### src/design/hrlp_pkg.sv
// Shared types and constants for the HTTP request line parser.
package hrlp_pkg;

    // Default parameter values.
    localparam int METHOD_CAP_DEF = 16;
    localparam int PATH_CAP_DEF   = 128;
    localparam int MAX_LENGTH_DEF = 65535;

    // Depth of the queue between the front and the back.
    localparam int QUEUE_DEPTH = 4;

    // Byte codes that the parser looks for.
    localparam logic [7:0] CHAR_CR = 8'h0D;
    localparam logic [7:0] CHAR_LF = 8'h0A;
    localparam logic [7:0] CHAR_SP = 8'h20;

    // Result kinds.
    localparam logic [1:0] KIND_METHOD  = 2'd0;
    localparam logic [1:0] KIND_PATH    = 2'd1;
    localparam logic [1:0] KIND_VERDICT = 2'd2;

    // Verdict codes.
    localparam logic [1:0] STATUS_OK        = 2'd0;
    localparam logic [1:0] STATUS_NEED_MORE = 2'd1;
    localparam logic [1:0] STATUS_ERROR     = 2'd2;

    // One emitted method or path character.
    typedef struct packed {
        logic       valid;
        logic [1:0] kind;
        logic [6:0] index;
        logic [7:0] value;
    } char_item_t;

    // The final verdict of a buffer.
    typedef struct packed {
        logic        valid;
        logic [1:0]  status;
        logic        line_ok;
        logic [3:0]  method_length;
        logic [6:0]  path_length;
        logic [15:0] blank_offset;
    } verdict_t;

    // Everything one input byte causes, in delivery order.
    typedef struct packed {
        char_item_t ch0;
        char_item_t ch1;
        verdict_t   verdict;
    } entry_t;

    // Queue status seen by the front and the back.
    typedef struct packed {
        logic full;
        logic empty;
    } queue_status_t;

endpackage

### src/design/hrlp_front.sv
// Front part: per-byte request line parsing and blank line search.
module hrlp_front #(
    parameter int METHOD_CAP = hrlp_pkg::METHOD_CAP_DEF,
    parameter int PATH_CAP   = hrlp_pkg::PATH_CAP_DEF,
    parameter int MAX_LENGTH = hrlp_pkg::MAX_LENGTH_DEF
) (
    input  logic                  clk,
    input  logic                  rst_n,
    input  logic                  in_valid,
    output logic                  in_stall,
    input  logic [7:0]            byte_value,
    input  logic                  last_byte,
    input  hrlp_pkg::queue_status_t q_status,
    output logic                  push,
    output hrlp_pkg::entry_t      push_entry
);

    localparam int CNT_W = $clog2(MAX_LENGTH + 1);
    localparam int EXT_W = (CNT_W + 1 > 16) ? CNT_W + 1 : 16;
    localparam int METHOD_LIMIT_I = (METHOD_CAP - 1 > 15) ? 15 : METHOD_CAP - 1;
    localparam int PATH_LIMIT_I = (PATH_CAP - 1 > 127) ? 127 : PATH_CAP - 1;
    localparam logic [3:0] METHOD_LIMIT = 4'(METHOD_LIMIT_I);
    localparam logic [6:0] PATH_LIMIT = 7'(PATH_LIMIT_I);
    localparam logic [CNT_W-1:0] COUNT_MAX = CNT_W'(MAX_LENGTH);

    typedef enum logic [3:0] {
        PH_METHOD  = 4'b0001,
        PH_PATH    = 4'b0010,
        PH_REST    = 4'b0100,
        PH_HEADERS = 4'b1000
    } phase_t;

    typedef struct packed {
        phase_t               phase;
        logic [3:0]           method_count;
        logic [6:0]           path_count;
        logic                 line_bad;
        hrlp_pkg::char_item_t item;
    } line_res_t;

    // Handles one character of the first line, never the CR of the line end.
    function automatic line_res_t line_char(
        input phase_t     ph,
        input logic [3:0] mc,
        input logic [6:0] pc,
        input logic       bad,
        input logic [7:0] c
    );
        line_res_t r;
        r.phase        = ph;
        r.method_count = mc;
        r.path_count   = pc;
        r.line_bad     = bad;
        r.item         = '0;
        unique case (ph)
            PH_METHOD:
            begin
                if (c == hrlp_pkg::CHAR_SP)
                begin
                    if (mc == 4'd0)
                    begin
                        r.line_bad = 1'b1;
                    end
                    r.phase = PH_PATH;
                end
                else if (mc < METHOD_LIMIT)
                begin
                    r.item.valid    = 1'b1;
                    r.item.kind     = hrlp_pkg::KIND_METHOD;
                    r.item.index    = {3'b000, mc};
                    r.item.value    = c;
                    r.method_count  = mc + 4'd1;
                end
            end
            PH_PATH:
            begin
                if (c == hrlp_pkg::CHAR_SP)
                begin
                    if (pc == 7'd0)
                    begin
                        r.line_bad = 1'b1;
                    end
                    r.phase = PH_REST;
                end
                else if (pc < PATH_LIMIT)
                begin
                    r.item.valid = 1'b1;
                    r.item.kind  = hrlp_pkg::KIND_PATH;
                    r.item.index = pc;
                    r.item.value = c;
                    r.path_count = pc + 7'd1;
                end
            end
            default:
            begin
            end
        endcase
        return r;
    endfunction

    phase_t           phase_reg, phase_next;
    logic [CNT_W-1:0] byte_count_reg, byte_count_next;
    logic [3:0]       method_count_reg, method_count_next;
    logic [6:0]       path_count_reg, path_count_next;
    logic             held_cr_reg, held_cr_next;
    logic [1:0]       blank_match_reg, blank_match_next;
    logic             blank_found_reg, blank_found_next;
    logic [15:0]      blank_end_reg, blank_end_next;
    logic             line_bad_reg, line_bad_next;
    logic             overlong_reg, overlong_next;

    logic             accept;
    logic [EXT_W-1:0] pos_plus_one;
    line_res_t        res0;
    line_res_t        res1;
    hrlp_pkg::entry_t entry;

    assign in_stall = q_status.full;
    assign accept   = in_valid && !q_status.full;
    assign pos_plus_one = EXT_W'(byte_count_reg) + EXT_W'(1);

    // Next state and the results of the byte on the input.
    always_comb
    begin
        phase_next        = phase_reg;
        byte_count_next   = byte_count_reg;
        method_count_next = method_count_reg;
        path_count_next   = path_count_reg;
        held_cr_next      = held_cr_reg;
        blank_match_next  = blank_match_reg;
        blank_found_next  = blank_found_reg;
        blank_end_next    = blank_end_reg;
        line_bad_next     = line_bad_reg;
        overlong_next     = overlong_reg;
        entry             = '0;
        res0              = '0;
        res1              = '0;

        // Byte count saturates; past the limit the buffer is overlong.
        if (byte_count_reg >= COUNT_MAX)
        begin
            overlong_next = 1'b1;
        end
        else
        begin
            byte_count_next = byte_count_reg + CNT_W'(1);
        end

        // Search for the first CR LF CR LF anywhere in the buffer.
        if (!blank_found_reg)
        begin
            case (blank_match_reg)
                2'd0: blank_match_next = (byte_value == hrlp_pkg::CHAR_CR) ? 2'd1 : 2'd0;
                2'd1: blank_match_next = (byte_value == hrlp_pkg::CHAR_LF) ? 2'd2 :
                                         (byte_value == hrlp_pkg::CHAR_CR) ? 2'd1 : 2'd0;
                2'd2: blank_match_next = (byte_value == hrlp_pkg::CHAR_CR) ? 2'd3 : 2'd0;
                default:
                begin
                    if (byte_value == hrlp_pkg::CHAR_LF)
                    begin
                        blank_found_next = 1'b1;
                        blank_end_next   = pos_plus_one[15:0];
                        blank_match_next = 2'd0;
                    end
                    else
                    begin
                        blank_match_next = (byte_value == hrlp_pkg::CHAR_CR) ? 2'd1 : 2'd0;
                    end
                end
            endcase
        end

        // First line: a CR is held until it is known whether an LF follows.
        if (phase_reg != PH_HEADERS)
        begin
            if (held_cr_reg && byte_value == hrlp_pkg::CHAR_LF)
            begin
                held_cr_next = 1'b0;
                if (phase_reg == PH_METHOD || phase_reg == PH_PATH)
                begin
                    line_bad_next = 1'b1;
                end
                phase_next = PH_HEADERS;
            end
            else
            begin
                if (held_cr_reg)
                begin
                    held_cr_next      = 1'b0;
                    res0              = line_char(phase_next, method_count_next,
                                                  path_count_next, line_bad_next,
                                                  hrlp_pkg::CHAR_CR);
                    phase_next        = res0.phase;
                    method_count_next = res0.method_count;
                    path_count_next   = res0.path_count;
                    line_bad_next     = res0.line_bad;
                    entry.ch0         = res0.item;
                end
                if (byte_value == hrlp_pkg::CHAR_CR)
                begin
                    held_cr_next = 1'b1;
                end
                else
                begin
                    res1              = line_char(phase_next, method_count_next,
                                                  path_count_next, line_bad_next,
                                                  byte_value);
                    phase_next        = res1.phase;
                    method_count_next = res1.method_count;
                    path_count_next   = res1.path_count;
                    line_bad_next     = res1.line_bad;
                    entry.ch1         = res1.item;
                end
            end
        end

        // Verdict on the last byte, then back to the reset state.
        if (last_byte)
        begin
            entry.verdict.valid = 1'b1;
            if (overlong_next)
            begin
                entry.verdict.status = hrlp_pkg::STATUS_ERROR;
            end
            else if (phase_next != PH_HEADERS)
            begin
                entry.verdict.status = hrlp_pkg::STATUS_NEED_MORE;
            end
            else if (line_bad_next)
            begin
                entry.verdict.status = hrlp_pkg::STATUS_ERROR;
            end
            else
            begin
                entry.verdict.line_ok       = 1'b1;
                entry.verdict.method_length = method_count_next;
                entry.verdict.path_length   = path_count_next;
                if (blank_found_next)
                begin
                    entry.verdict.status       = hrlp_pkg::STATUS_OK;
                    entry.verdict.blank_offset = blank_end_next;
                end
                else
                begin
                    entry.verdict.status = hrlp_pkg::STATUS_NEED_MORE;
                end
            end
            phase_next        = PH_METHOD;
            byte_count_next   = '0;
            method_count_next = '0;
            path_count_next   = '0;
            held_cr_next      = 1'b0;
            blank_match_next  = 2'd0;
            blank_found_next  = 1'b0;
            blank_end_next    = '0;
            line_bad_next     = 1'b0;
            overlong_next     = 1'b0;
        end
    end

    assign push       = accept && (entry.ch0.valid || entry.ch1.valid || entry.verdict.valid);
    assign push_entry = entry;

    // Parser state registers.
    always_ff @(posedge clk or negedge rst_n)
    begin
        if (!rst_n)
        begin
            phase_reg        <= PH_METHOD;
            byte_count_reg   <= '0;
            method_count_reg <= '0;
            path_count_reg   <= '0;
            held_cr_reg      <= 1'b0;
            blank_match_reg  <= 2'd0;
            blank_found_reg  <= 1'b0;
            blank_end_reg    <= '0;
            line_bad_reg     <= 1'b0;
            overlong_reg     <= 1'b0;
        end
        else if (accept)
        begin
            phase_reg        <= phase_next;
            byte_count_reg   <= byte_count_next;
            method_count_reg <= method_count_next;
            path_count_reg   <= path_count_next;
            held_cr_reg      <= held_cr_next;
            blank_match_reg  <= blank_match_next;
            blank_found_reg  <= blank_found_next;
            blank_end_reg    <= blank_end_next;
            line_bad_reg     <= line_bad_next;
            overlong_reg     <= overlong_next;
        end
    end

endmodule

### src/design/hrlp_queue.sv
// Short queue of per-byte result bundles between the front and the back.
module hrlp_queue (
    input  logic                    clk,
    input  logic                    rst_n,
    input  logic                    push,
    input  hrlp_pkg::entry_t        push_entry,
    input  logic                    pop,
    output hrlp_pkg::entry_t        head_entry,
    output hrlp_pkg::queue_status_t q_status
);

    localparam int PTR_W = $clog2(hrlp_pkg::QUEUE_DEPTH);
    localparam int CNT_W = $clog2(hrlp_pkg::QUEUE_DEPTH + 1);
    localparam logic [PTR_W-1:0] PTR_LAST = PTR_W'(hrlp_pkg::QUEUE_DEPTH - 1);
    localparam logic [CNT_W-1:0] CNT_FULL = CNT_W'(hrlp_pkg::QUEUE_DEPTH);

    hrlp_pkg::entry_t mem_reg [hrlp_pkg::QUEUE_DEPTH];
    logic [PTR_W-1:0] wr_ptr_reg, wr_ptr_next;
    logic [PTR_W-1:0] rd_ptr_reg, rd_ptr_next;
    logic [CNT_W-1:0] count_reg, count_next;

    assign q_status.full  = (count_reg == CNT_FULL);
    assign q_status.empty = (count_reg == '0);
    assign head_entry     = mem_reg[rd_ptr_reg];

    // Pointer and fill count update.
    always_comb
    begin
        wr_ptr_next = wr_ptr_reg;
        rd_ptr_next = rd_ptr_reg;
        count_next  = count_reg;
        if (push)
        begin
            wr_ptr_next = (wr_ptr_reg == PTR_LAST) ? '0 : wr_ptr_reg + PTR_W'(1);
        end
        if (pop)
        begin
            rd_ptr_next = (rd_ptr_reg == PTR_LAST) ? '0 : rd_ptr_reg + PTR_W'(1);
        end
        if (push && !pop)
        begin
            count_next = count_reg + CNT_W'(1);
        end
        else if (pop && !push)
        begin
            count_next = count_reg - CNT_W'(1);
        end
    end

    always_ff @(posedge clk or negedge rst_n)
    begin
        if (!rst_n)
        begin
            wr_ptr_reg <= '0;
            rd_ptr_reg <= '0;
            count_reg  <= '0;
        end
        else
        begin
            wr_ptr_reg <= wr_ptr_next;
            rd_ptr_reg <= rd_ptr_next;
            count_reg  <= count_next;
        end
    end

    // Entry storage.
    always_ff @(posedge clk)
    begin
        if (push)
        begin
            mem_reg[wr_ptr_reg] <= push_entry;
        end
    end

endmodule

### src/design/hrlp_back.sv
// Back part: unpacks queued bundles into single results behind an output register.
module hrlp_back (
    input  logic                    clk,
    input  logic                    rst_n,
    input  hrlp_pkg::entry_t        head_entry,
    input  hrlp_pkg::queue_status_t q_status,
    output logic                    pop,
    output logic                    out_valid,
    input  logic                    out_stall,
    output logic [1:0]              kind,
    output logic [6:0]              char_index,
    output logic [7:0]              char_value,
    output logic [1:0]              status,
    output logic                    line_ok,
    output logic [3:0]              method_length,
    output logic [6:0]              path_length,
    output logic [15:0]             blank_offset,
    output logic                    last
);

    logic [2:0]  done_reg, done_next;
    logic        out_valid_reg, out_valid_next;
    logic [2:0]  pending;
    logic [2:0]  sel;
    logic        load;
    logic        final_item;
    logic [1:0]  kind_next;
    logic [6:0]  char_index_next;
    logic [7:0]  char_value_next;
    logic [1:0]  status_next;
    logic        line_ok_next;
    logic [3:0]  method_length_next;
    logic [6:0]  path_length_next;
    logic [15:0] blank_offset_next;
    logic        last_next;
    logic [1:0]  kind_reg;
    logic [6:0]  char_index_reg;
    logic [7:0]  char_value_reg;
    logic [1:0]  status_reg;
    logic        line_ok_reg;
    logic [3:0]  method_length_reg;
    logic [6:0]  path_length_reg;
    logic [15:0] blank_offset_reg;
    logic        last_reg;

    // Pick the first result of the head bundle that is not yet sent.
    assign pending = {head_entry.verdict.valid, head_entry.ch1.valid,
                      head_entry.ch0.valid} & ~done_reg;
    assign sel = pending[0] ? 3'b001 : pending[1] ? 3'b010 : pending[2] ? 3'b100 : 3'b000;
    assign final_item = ((pending & ~sel) == 3'b000);
    assign load = !q_status.empty && (!out_valid_reg || !out_stall);
    assign pop  = load && final_item;

    // Payload of the selected result.
    always_comb
    begin
        kind_next          = hrlp_pkg::KIND_VERDICT;
        char_index_next    = '0;
        char_value_next    = '0;
        status_next        = head_entry.verdict.status;
        line_ok_next       = head_entry.verdict.line_ok;
        method_length_next = head_entry.verdict.method_length;
        path_length_next   = head_entry.verdict.path_length;
        blank_offset_next  = head_entry.verdict.blank_offset;
        last_next          = 1'b1;
        if (sel[0] || sel[1])
        begin
            kind_next          = sel[0] ? head_entry.ch0.kind : head_entry.ch1.kind;
            char_index_next    = sel[0] ? head_entry.ch0.index : head_entry.ch1.index;
            char_value_next    = sel[0] ? head_entry.ch0.value : head_entry.ch1.value;
            status_next        = hrlp_pkg::STATUS_OK;
            line_ok_next       = 1'b0;
            method_length_next = '0;
            path_length_next   = '0;
            blank_offset_next  = '0;
            last_next          = 1'b0;
        end
    end

    // Progress through the head bundle and the output valid flag.
    always_comb
    begin
        done_next      = done_reg;
        out_valid_next = out_valid_reg;
        if (load)
        begin
            out_valid_next = 1'b1;
            done_next      = final_item ? 3'b000 : (done_reg | sel);
        end
        else if (!out_stall)
        begin
            out_valid_next = 1'b0;
        end
    end

    always_ff @(posedge clk or negedge rst_n)
    begin
        if (!rst_n)
        begin
            done_reg      <= 3'b000;
            out_valid_reg <= 1'b0;
        end
        else
        begin
            done_reg      <= done_next;
            out_valid_reg <= out_valid_next;
        end
    end

    // Output payload register.
    always_ff @(posedge clk)
    begin
        if (load)
        begin
            kind_reg          <= kind_next;
            char_index_reg    <= char_index_next;
            char_value_reg    <= char_value_next;
            status_reg        <= status_next;
            line_ok_reg       <= line_ok_next;
            method_length_reg <= method_length_next;
            path_length_reg   <= path_length_next;
            blank_offset_reg  <= blank_offset_next;
            last_reg          <= last_next;
        end
    end

    assign out_valid     = out_valid_reg;
    assign kind          = kind_reg;
    assign char_index    = char_index_reg;
    assign char_value    = char_value_reg;
    assign status        = status_reg;
    assign line_ok       = line_ok_reg;
    assign method_length = method_length_reg;
    assign path_length   = path_length_reg;
    assign blank_offset  = blank_offset_reg;
    assign last          = last_reg;

endmodule

### src/design/http_request_line_parser_unit.sv
// Top level of the HTTP request line parser: front, queue and back.
//
// The block takes one request byte per transfer and, at the byte flagged last, gives a verdict
// with the method and path lengths and the offset past the first blank line, then starts over
// for the next buffer. Method and path characters come out as they are parsed, each with its
// index. The front parses one byte per cycle while the queue is not full; a byte can cause up
// to three results (a held CR, the byte itself, the verdict), and the back sends one result per
// cycle while the output is not stalled, so the input sustains one byte per cycle whenever each
// byte yields at most one result and the output does not stall, and slows to the output rate of
// one result per cycle otherwise. A four-entry queue between front and back absorbs short bursts.
// A byte's results go into the queue at its transfer, then through the back's output register.
module http_request_line_parser_unit #(
    parameter int METHOD_CAP = hrlp_pkg::METHOD_CAP_DEF,
    parameter int PATH_CAP   = hrlp_pkg::PATH_CAP_DEF,
    parameter int MAX_LENGTH = hrlp_pkg::MAX_LENGTH_DEF
) (
    input  logic        clk,
    input  logic        rst_n,
    input  logic        in_valid,
    output logic        in_stall,
    input  logic [7:0]  byte_value,
    input  logic        last_byte,
    output logic        out_valid,
    input  logic        out_stall,
    output logic [1:0]  kind,
    output logic [6:0]  char_index,
    output logic [7:0]  char_value,
    output logic [1:0]  status,
    output logic        line_ok,
    output logic [3:0]  method_length,
    output logic [6:0]  path_length,
    output logic [15:0] blank_offset,
    output logic        last
);

    hrlp_pkg::queue_status_t q_status;
    hrlp_pkg::entry_t        push_entry;
    hrlp_pkg::entry_t        head_entry;
    logic                    push;
    logic                    pop;

    // Byte parser.
    hrlp_front #(
        .METHOD_CAP (METHOD_CAP),
        .PATH_CAP   (PATH_CAP),
        .MAX_LENGTH (MAX_LENGTH)
    ) u_front (
        .clk        (clk),
        .rst_n      (rst_n),
        .in_valid   (in_valid),
        .in_stall   (in_stall),
        .byte_value (byte_value),
        .last_byte  (last_byte),
        .q_status   (q_status),
        .push       (push),
        .push_entry (push_entry)
    );

    // Decoupling queue.
    hrlp_queue u_queue (
        .clk        (clk),
        .rst_n      (rst_n),
        .push       (push),
        .push_entry (push_entry),
        .pop        (pop),
        .head_entry (head_entry),
        .q_status   (q_status)
    );

    // Result sequencer.
    hrlp_back u_back (
        .clk           (clk),
        .rst_n         (rst_n),
        .head_entry    (head_entry),
        .q_status      (q_status),
        .pop           (pop),
        .out_valid     (out_valid),
        .out_stall     (out_stall),
        .kind          (kind),
        .char_index    (char_index),
        .char_value    (char_value),
        .status        (status),
        .line_ok       (line_ok),
        .method_length (method_length),
        .path_length   (path_length),
        .blank_offset  (blank_offset),
        .last          (last)
    );

`ifndef SYNTH
    // The queue is never written while full, nor read while empty.
    a_no_overflow: assert property (@(posedge clk) disable iff (!rst_n)
        push |-> !q_status.full)
        else $error("queue written while full");

    a_no_underflow: assert property (@(posedge clk) disable iff (!rst_n)
        pop |-> !q_status.empty)
        else $error("queue read while empty");

    // Only a verdict carries the last mark, and an ok verdict has a valid line.
    a_last_is_verdict: assert property (@(posedge clk) disable iff (!rst_n)
        out_valid |-> (last == (kind == hrlp_pkg::KIND_VERDICT)))
        else $error("last mark on a character result");

    a_ok_has_line: assert property (@(posedge clk) disable iff (!rst_n)
        (out_valid && kind == hrlp_pkg::KIND_VERDICT && status == hrlp_pkg::STATUS_OK)
        |-> line_ok)
        else $error("ok verdict without a valid request line");
`endif

endmodule

### config.mk
export PLATFORM = sky130hd
export DESIGN_NAME = http_request_line_parser_unit
export DESIGN_NICKNAME = d
export VERILOG_FILES = /design/src/design/hrlp_pkg.sv /design/src/design/hrlp_front.sv /design/src/design/hrlp_queue.sv /design/src/design/hrlp_back.sv /design/src/design/http_request_line_parser_unit.sv
export SDC_FILE = /design/constraint.sdc
export NUM_CORES = 1
export LEC_CHECK = 0
export ABC_AREA = 1
export BUFFER_PORTS_ARGS = -buffer_cell sky130_fd_sc_hd__buf_4
export CAP_MARGIN = 10
export CELL_PAD_IN_SITES_DETAIL_PLACEMENT = 0
export CELL_PAD_IN_SITES_GLOBAL_PLACEMENT = 1
export CORE_ASPECT_RATIO = 0.7
export CORE_MARGIN = 2
export CORE_UTILIZATION = 45
export DETAILED_ROUTE_END_ITERATION = 10
export PLACE_DENSITY_LB_ADDON = 0.1
export SLEW_MARGIN = 20
export SYNTH_ARGS = -nofsm -noshare
export SYNTH_HDL_FRONTEND = slang
export SYNTH_SLANG_ARGS = --single-unit
### constraint.sdc
create_clock -name clk -period 5.05 [get_ports clk]
set_input_delay 0.505 -clock clk [delete_from_list [all_inputs] [get_ports clk]]
set_output_delay 0.505 -clock clk [all_outputs]
set_load 0.05 [all_outputs]
==> results of run 1 <==
==> report_power, final <==
group	total, mW	internal (mW)	switching, mW
logic	3.37	0.906	2.46
clock network	2.88	1.78	1.10
registers	4.05	3.82	0.228
==> worst max-delay path: stages, from the launching register on <==
cell and delay, ns:
dfrtp_1 0.39, ha_1 0.20, nand2_1 0.08, nor2_1 0.09, inv_1 0.07, ha_1 0.29, o21ai_1 0.28, inv_1 0.11
ha_1 0.22, inv_1 0.07, nor2_2 0.05, a21oi_2 0.20, nand2_1 0.14, nand3_4 0.12, nand2_4 0.11, inv_1 0.08
ha_1 0.15, inv_1 0.07, fa_1 0.37, a21oi_1 0.14, o21ai_0 0.12, xor2_1 0.16
==> cell usage in the layout, fill, tap and decap left out, types with 7 or more instances in the layout <==
master       n
edfxtp_1   276
nor2_1     243
nand2_1    205
o21ai_0    163
inv_1       91
buf_4       75
dfrtp_1     61
a21oi_1     51
nand3_1     41
o22ai_1     36
clkbuf_16   36
nor3_2      19
nor3_1      18
ha_1        17
nand4_1     15
o31ai_1     15
clkinv_1    11
nor2_4       9
a22o_1       9
bufinv_16    9
inv_2        8
nand2_2      7
==> Yosys cell counts, types with 18 or more instances <==
library cell / instances / area [sq um]
nand3_1: 41 / 205
o21ai_0: 163 / 816
inv_1: 94 / 353
edfxtp_1: 276 / 8290
clkbuf_1: 40 / 150
nor3_1: 18 / 90.1
nor2_1: 247 / 927
nand2_1: 205 / 769
o22ai_1: 36 / 225
nor3_2: 19 / 190
a21oi_1: 51 / 255
dfrtp_1: 63 / 1580
==> area by class of cell <==
type | count | area (sq um)
clock inverters | 22 | 357
fillers | 2951 | 16000
multi-input cells | 905 | 4650
flip-flops and latches | 340 | 9900
inverters | 102 | 385
clock buffers | 42 | 923
well taps | 435 | 544
repair buffers | 79 | 643
==> worst max path at each step <==
stage	end	slack (ns)	depth (start not counted)
final	u_queue.count_reg[2]	1.39	21
after global routing	u_queue.count_reg[2]	1.10	20
after CTS	u_queue.count_reg[2]	1.41	19
after detailed placement	u_queue.count_reg[2]	1.43	19
after global placement	u_queue.count_reg[2]	1.44	21
after floorplan	u_queue.mem_reg[0][0]	0.05	15
==> cells by family (layout without fill, tap and decap cells) <==
kind of cell               after synthesis  after routing
buffers and inverters                  164            245
xor gates and xnor gates                12             12
and+or+nand+nor                        581            581
muxes                                    1              1
DFF                                    340            340
AOI/OAI and AO/OA                      293            293
adders and majority gates               18             18
==> layer usage <==
metal,part of all wire [%],routed length [um],vias to the layer above,GRT usage [%]
met5,0,0,-,0
li1,-,-,5031,-
met3,6.6,2570,38,3.67
met2,41,16200,275,32.2
met4,1.1,420,0,4.22
met1,51,19900,5081,36.6
==> stage by stage <==
stage	cell area, sq um	power (mW)	worst slack [ns]
2_1_floorplan	15200	6.38	0.0457
3_3_place_gp	16100	7.51	1.44
3_5_place_dp	16100	7.52	1.43
4_1_cts	17400	10.4	1.41
5_1_grt	17400	10.9	1.10
6_report	17400	10.3	1.39
==> metrics.txt, run 1 <==
status complete, no violations; GRT Util Overall 22.7%; pin count of the biggest net entering global routing 84; Setup Buffers After CTS 0; initial drt markers 1002; Core ar. 33400 sq um; first-pass GRT wire length 59900 um; root buf cell clkbuf_16; Synth Flop Type edfxtp_1; grt total ovfl 0; Worst slew margin 29.1%; # Max-Cap Violations 0; Reg2Reg Setup Slack 1.39 ns; worst hold margin 0.0707 ns; TritonRoute pass-1 iters 7; RSZ-0062 raised after global routing false; Crit path required time 5.47 ns; CTS tree built; detailed placement HPWL 24400 um; max reg flops 228; Clk pin slew, worst setup/hold paths 0.06 ns; setup TNS 0 ns; main combinational cell family by area after synthesis simple AND/OR/NAND/NOR gates; reg2reg end u_queue.count_reg[2]; die width 223 um; sequential fraction of the synthesis area 65.2%; syn_area_per_cell 10.8 sq um; share of layout cells above drive strength 1 13.5%; CTS Buf Count 36; post-cts repair resize count 0; io pins 63; critical path startpoint category flop; Inserted Diodes 0; type of the worst setup path flop to flop; post-synth net total 1440; DRC Markers 0; Row Count 56; post-route minimum period 3.66 ns; final worst-path cycle share 72.5%; number of synthesized flops with an enable pin 276; drt total wl 39100 um; worst setup path startpoint u_front.method_count_reg[0]; post-synthesis async set-or-reset flop share 18.8%; clk_lat worst skew 0.54 ns; Synth Cell Area 15200 sq um; final setup vio count 0; routed vias 10.4k; pwr dens 592 nW/um^2; CTS Hold Bufs 0; endpoints failing hold 0; synth warn 0; worst r2r src u_front.method_count_reg[0]; Post-Route Utilization 52.2%; Max IR drop VDD 0.288 mV; die height 158 um; Slew Limit Fails 0; multiplexer share of the synthesized area 0.0742%; min-delay worst type input pin to asynchronous set/reset pin; vias per cell 5.42; r2r worst-path depth 21; Adder-Cell Fraction of Synth Area 1.53%; GPL Wtd Cong 0.841; Leakage 6.62 nW; cell count after synthesis 1409; Initial Utilization 45.5%; wire per inst 20.3 um; Layout Cells excl Fill 1925; placed cell count 1861; endpoint class of the critical path flop; Yosys reg bits 340; Synth Area in Compound Gates 10.8%; Port-buffer cells 62; initial antenna violation count 0; vias in the first global route 9602; Longest Clk Path Bufs 3; simple-gate share of the synthesized area 17.4%; Tightest Pin Transition 1.05 ns; number of routed nets with antenna violations 0; Clock Sinks 340; Die Footprint 35200 sq um; CP max FO 7; post-synth cell types 52; Post-Synth XOR/XNOR Area 0.693%; fin nets 1495; Arr. time, crit path 4.08 ns; Area Growth Syn to Fin 14.7%; clk_skew 0.0214 ns; Max H-tree Level 2; Max Freq 273 MHz
No activity file was read; power rests on OpenSTA's default activity.
==> inputs of run 2 (changes only) <==
- clock period: 5.05 -> 3.8 ns (I/O delays scaled with it)
==> metrics.txt, run 2 (synthesis results as in run 1) <==
commonest cells after routing, fill and taps aside edfxtp_1, nor2_1, nand2_1; Post-Route Utilization 52.3%; die height 158 um; Layout Cells excl Fill 1950; Longest Clk Path Bufs 3; Inserted Diodes 0; first-pass GRT wire length 59700 um; CP delay by family, top simple AND/OR/NAND/NOR gates; # Max-Cap Violations 0; CP peak stage delay 0.58 ns; Crit path top cell by count inv_1; fin nets 1520; initial drt markers 756; vias in the first global route 9928; Crit path required time 4.20 ns; endpoint class of the critical path flop; GRT Util Overall 22.5%; Clk pin slew, worst setup/hold paths 0.06 ns; GPL Wtd Cong 0.896; setup ws final 0.288 ns; final setup vio count 0; WP buf/inv 5; min-delay worst type input pin to flop; critical path startpoint category flop; clk_skew 0.0167 ns; detailed placement HPWL 25100 um; pwr dens 760 nW/um^2; Leakage 6.69 nW; pre-CTS setup slack 0.237 ns; die width 223 um; status complete, no violations; DRC Markers 0; Slew Limit Fails 0; drt total wl 38600 um; CP Cell Sequence nand3_1 > nor2_2 > inv_1 > o21ai_2 > inv_1 > ha_1 > inv_1 > nor2_2 > a21oi_2 > nand2_1 > nand3_4 > nand2_4 > inv_1 > ha_1 > inv_1 > fa_1 > a21oi_1 > o21ai_0 > xor2_1; RSZ-0062 raised after global routing false; Max IR drop VDD 0.481 mV; final worst-path cycle share 92.4%; initial antenna violation count 0; placed cell count 1886; Arr. time, crit path 3.91 ns; Row Count 56; Core ar. 33400 sq um; Port-buffer cells 62; wire per inst 19.8 um; Max H-tree Level 2; Die Footprint 35200 sq um; CTS Buf Count 35; grt total ovfl 0; Tightest Pin Transition 1.03 ns; slowest stage cell, crit path dfstp_2; routed vias 10.4k; io pins 63; root buf cell clkbuf_16; endpoints failing hold 0; TritonRoute pass-1 iters 5; Clock Sinks 340; share of layout cells above drive strength 1 15.0%; commonest non-fill, non-tap cell in the layout edfxtp_1; vias per cell 5.34; CP max FO 5; # fillers 2956; Initial Utilization 45.5%; CTS tree built; Area Growth Syn to Fin 14.9%; Hold Path Depth 3; Tot Pwr 13.3 mW; post-route minimum period 3.51 ns; Max Freq 285 MHz; setup TNS 0 ns; pin count of the biggest net entering global routing 76; WP depth 19; r2r worst-path depth 19; clk_lat worst skew 0.54 ns; Worst slew margin 31.0%; max reg flops 228; type of the worst setup path flop to flop; number of routed nets with antenna violations 0
run 2: worst min-delay path, stage by stage:
cell and delay [ns]:
buf_4 0.08, nand2_1 0.05, nand2_1 0.06
run 2: stage by stage:
stage          instance area, sq um  hold slack (ns)
6_report                      17400           0.0749
5_1_grt                       17400           0.0854
4_1_cts                       17400           0.0562
3_5_place_dp                  16300            0.437
3_3_place_gp                  16300            0.441
2_1_floorplan                 15200           0.0844
run 2: power breakdown:
part	switching [mW]	total (mW)	leakage, nW	internal, mW
sequential	0.273	5.35	3.49	5.08
combinational	3.27	4.53	2.65	1.26
clock	1.44	3.37	0.546	1.93
total	4.98	13.3	6.69	8.27
run 2: final timing paths:
path | startpoint | end | slack [ns]
worst max-delay path | u_front.phase_reg[0] | u_queue.count_reg[2] | 0.29
worst min-delay path | out_stall | u_back.out_valid | 0.07
worst max register to register | u_front.phase_reg[0] | u_queue.count_reg[2] | 0.29
worst min register to register | u_front.blank_end_reg[9] | u_front.blank_end_reg[9] | 0.49
max in group asynchronous | rst_n | u_front.byte_count_reg[0] | 2.56
min in group asynchronous | rst_n | u_back.done_reg[1] | 0.40
run 2: layout make-up:
type | instances | area (sq um) | area share [%]
well taps | 435 | 544 | 3.12
multi-input cells | 905 | 4650 | 26.7
flip-flops and latches | 340 | 9900 | 56.7
clock buffers | 42 | 912 | 5.23
clock inverters | 21 | 193 | 1.10
repair buffers | 105 | 853 | 4.89
inverters | 102 | 385 | 2.21
run 2: per-layer routing:
metal	wire length, um	GRT usage (%)	vias up
met4	604	5.46	0
li1	-	-	5061
met2	16100	32.6	281
met1	19200	34.2	5034
met3	2630	5.03	45
met5	0	0	-
run 2: repair_timing:
action	in CTS	in global routing
endpoints found under the hold margin	38	0
resized for setup	0	1
endpoints found under the setup margin	0	1
hold buffers	1	0
setup buffers	0	0
==> inputs of run 3 (changes only) <==
- ABC_CLOCK_PERIOD_IN_PS: unset -> 4500
- clock period: 3.8 -> 4.5 ns (I/O delays scaled with it)
==> metrics.txt, run 3 (synthesis results as in run 1) <==
min-delay worst type input pin to asynchronous set/reset pin; setup TNS 0 ns; status complete, no violations; setup ws final 0.759 ns; # Max-Cap Violations 0; share of layout cells above drive strength 1 13.9%; die width 223 um; wire per inst 20.0 um; Layout Cells excl Fill 1934; max reg flops 228; commonest cells after routing, fill and taps aside edfxtp_1, nor2_1, nand2_1; Die Footprint 35200 sq um; Slew Limit Fails 0; die height 158 um; clk_skew 0.0226 ns; Clk pin slew, worst setup/hold paths 0.07 ns; initial antenna violation count 0; pin count of the biggest net entering global routing 88; CP delay by family, top adder cells; initial drt markers 1024; final worst-path cycle share 83.1%; DRC Markers 0; Tot Pwr 11.3 mW; drt total wl 38600 um; type of the worst setup path flop to flop; fin nets 1504; Area Growth Syn to Fin 14.5%; RSZ-0062 raised after global routing false; pre-CTS setup slack 0.839 ns; GRT Util Overall 22.1%; grt total ovfl 0; commonest non-fill, non-tap cell in the layout edfxtp_1; root buf cell clkbuf_16; vias per cell 5.37; post-route minimum period 3.74 ns; Crit path required time 4.89 ns; CTS tree built; io pins 63; Crit path top cell by count inv_1; detailed placement HPWL 25400 um; CTS Buf Count 35; Post-Route Utilization 52.1%; Initial Utilization 45.5%; CP Cell Sequence ha_1 > nand2_1 > nor2_1 > inv_1 > ha_1 > o21ai_1 > inv_1 > ha_1 > inv_1 > nor2_2 > a21oi_2 > nand2_1 > nand3_4 > nand2_4 > inv_1 > ha_1 > inv_1 > fa_1 > a21oi_1 > o21ai_0 > xor2_1; endpoint class of the critical path flop; GPL Wtd Cong 0.829; Inserted Diodes 0; Tightest Pin Transition 0.999 ns; pwr dens 649 nW/um^2; Leakage 6.62 nW; CP max FO 7; Core ar. 33400 sq um; Port-buffer cells 62; Max H-tree Level 2; placed cell count 1871; vias in the first global route 9592; number of routed nets with antenna violations 0; TritonRoute pass-1 iters 6; Arr. time, crit path 4.13 ns; slowest stage cell, crit path dfrtp_1; CTS Hold Bufs 0; first-pass GRT wire length 58600 um; endpoints failing hold 0; WP buf/inv 5; clk_lat worst skew 0.53 ns; final setup vio count 0; CP peak stage delay 0.41 ns; Worst slew margin 33.4%; Row Count 56; Clock Sinks 340; Setup Buffers After CTS 0; Max IR drop VDD 0.311 mV; Max Freq 267 MHz; post-cts repair resize count 0; critical path startpoint category flop; Longest Clk Path Bufs 3; routed vias 10.4k
==> run 3: path summary, 6_finish.rpt <==
path	from	endpoint	slack (ns)	cells after the start
max	u_front.method_count_reg[0]	u_queue.count_reg[2]	0.76	21
min	rst_n	u_queue.rd_ptr_reg[0]	0.03	1
max reg2reg	u_front.method_count_reg[0]	u_queue.count_reg[2]	0.76	21
min reg2reg	u_front.blank_end_reg[5]	u_front.blank_end_reg[5]	0.49	2
max in group asynchronous	rst_n	u_queue.rd_ptr_reg[0]	3.77	1
min in group clk	out_stall	u_back.out_valid	0.17	3
==> run 3: worst reg2reg max path, stage by stage (launching register included) <==
cell,delay [ns]
dfrtp_1,0.41
ha_1,0.22
nand2_1,0.09
nor2_1,0.09
inv_1,0.08
ha_1,0.30
o21ai_1,0.28
inv_1,0.12
ha_1,0.23
inv_1,0.07
nor2_2,0.05
a21oi_2,0.20
nand2_1,0.14
nand3_4,0.15
nand2_4,0.11
inv_1,0.08
ha_1,0.14
inv_1,0.07
fa_1,0.37
a21oi_1,0.14
o21ai_0,0.11
xor2_1,0.15
==> run 3: through the flow <==
| step | area [sq um] | hold slack (ns) |
|---|---|---|
| 6_report | 17400 | 0.0338 |
| 5_1_grt | 17400 | 0.112 |
| 4_1_cts | 17400 | 0.0789 |
| 3_5_place_dp | 16200 | 0.473 |
| 3_3_place_gp | 16200 | 0.463 |
| 2_1_floorplan | 15200 | 0.154 |
==> run 3: routing by layer <==
| metal | GRT usage [%] | up-vias | wire [um] |
|---|---|---|---|
| met5 | 0 | - | 0 |
| met4 | 4.63 | 0 | 543 |
| met3 | 3.80 | 48 | 2370 |
| met2 | 31.5 | 294 | 16000 |
| met1 | 35.3 | 5004 | 19600 |
| li1 | - | 5045 | - |
==> run 3: power breakdown <==
part           total, mW  internal [mW]  switching [mW]
combinational       3.87           1.07            2.80
clock               2.90           1.69            1.20
sequential          4.51           4.28           0.227
total               11.3           7.04            4.24
==> run 3: final cells by class <==
class | count | area [sq um]
Fill cell | 2946 | 16000
Sequential cell | 340 | 9900
Multi-Input combinational cell | 905 | 4650
Clock buffer | 44 | 920
Timing Repair Buffer | 89 | 768
Tap cell | 435 | 544
Inverter | 102 | 385
Clock inverter | 19 | 208
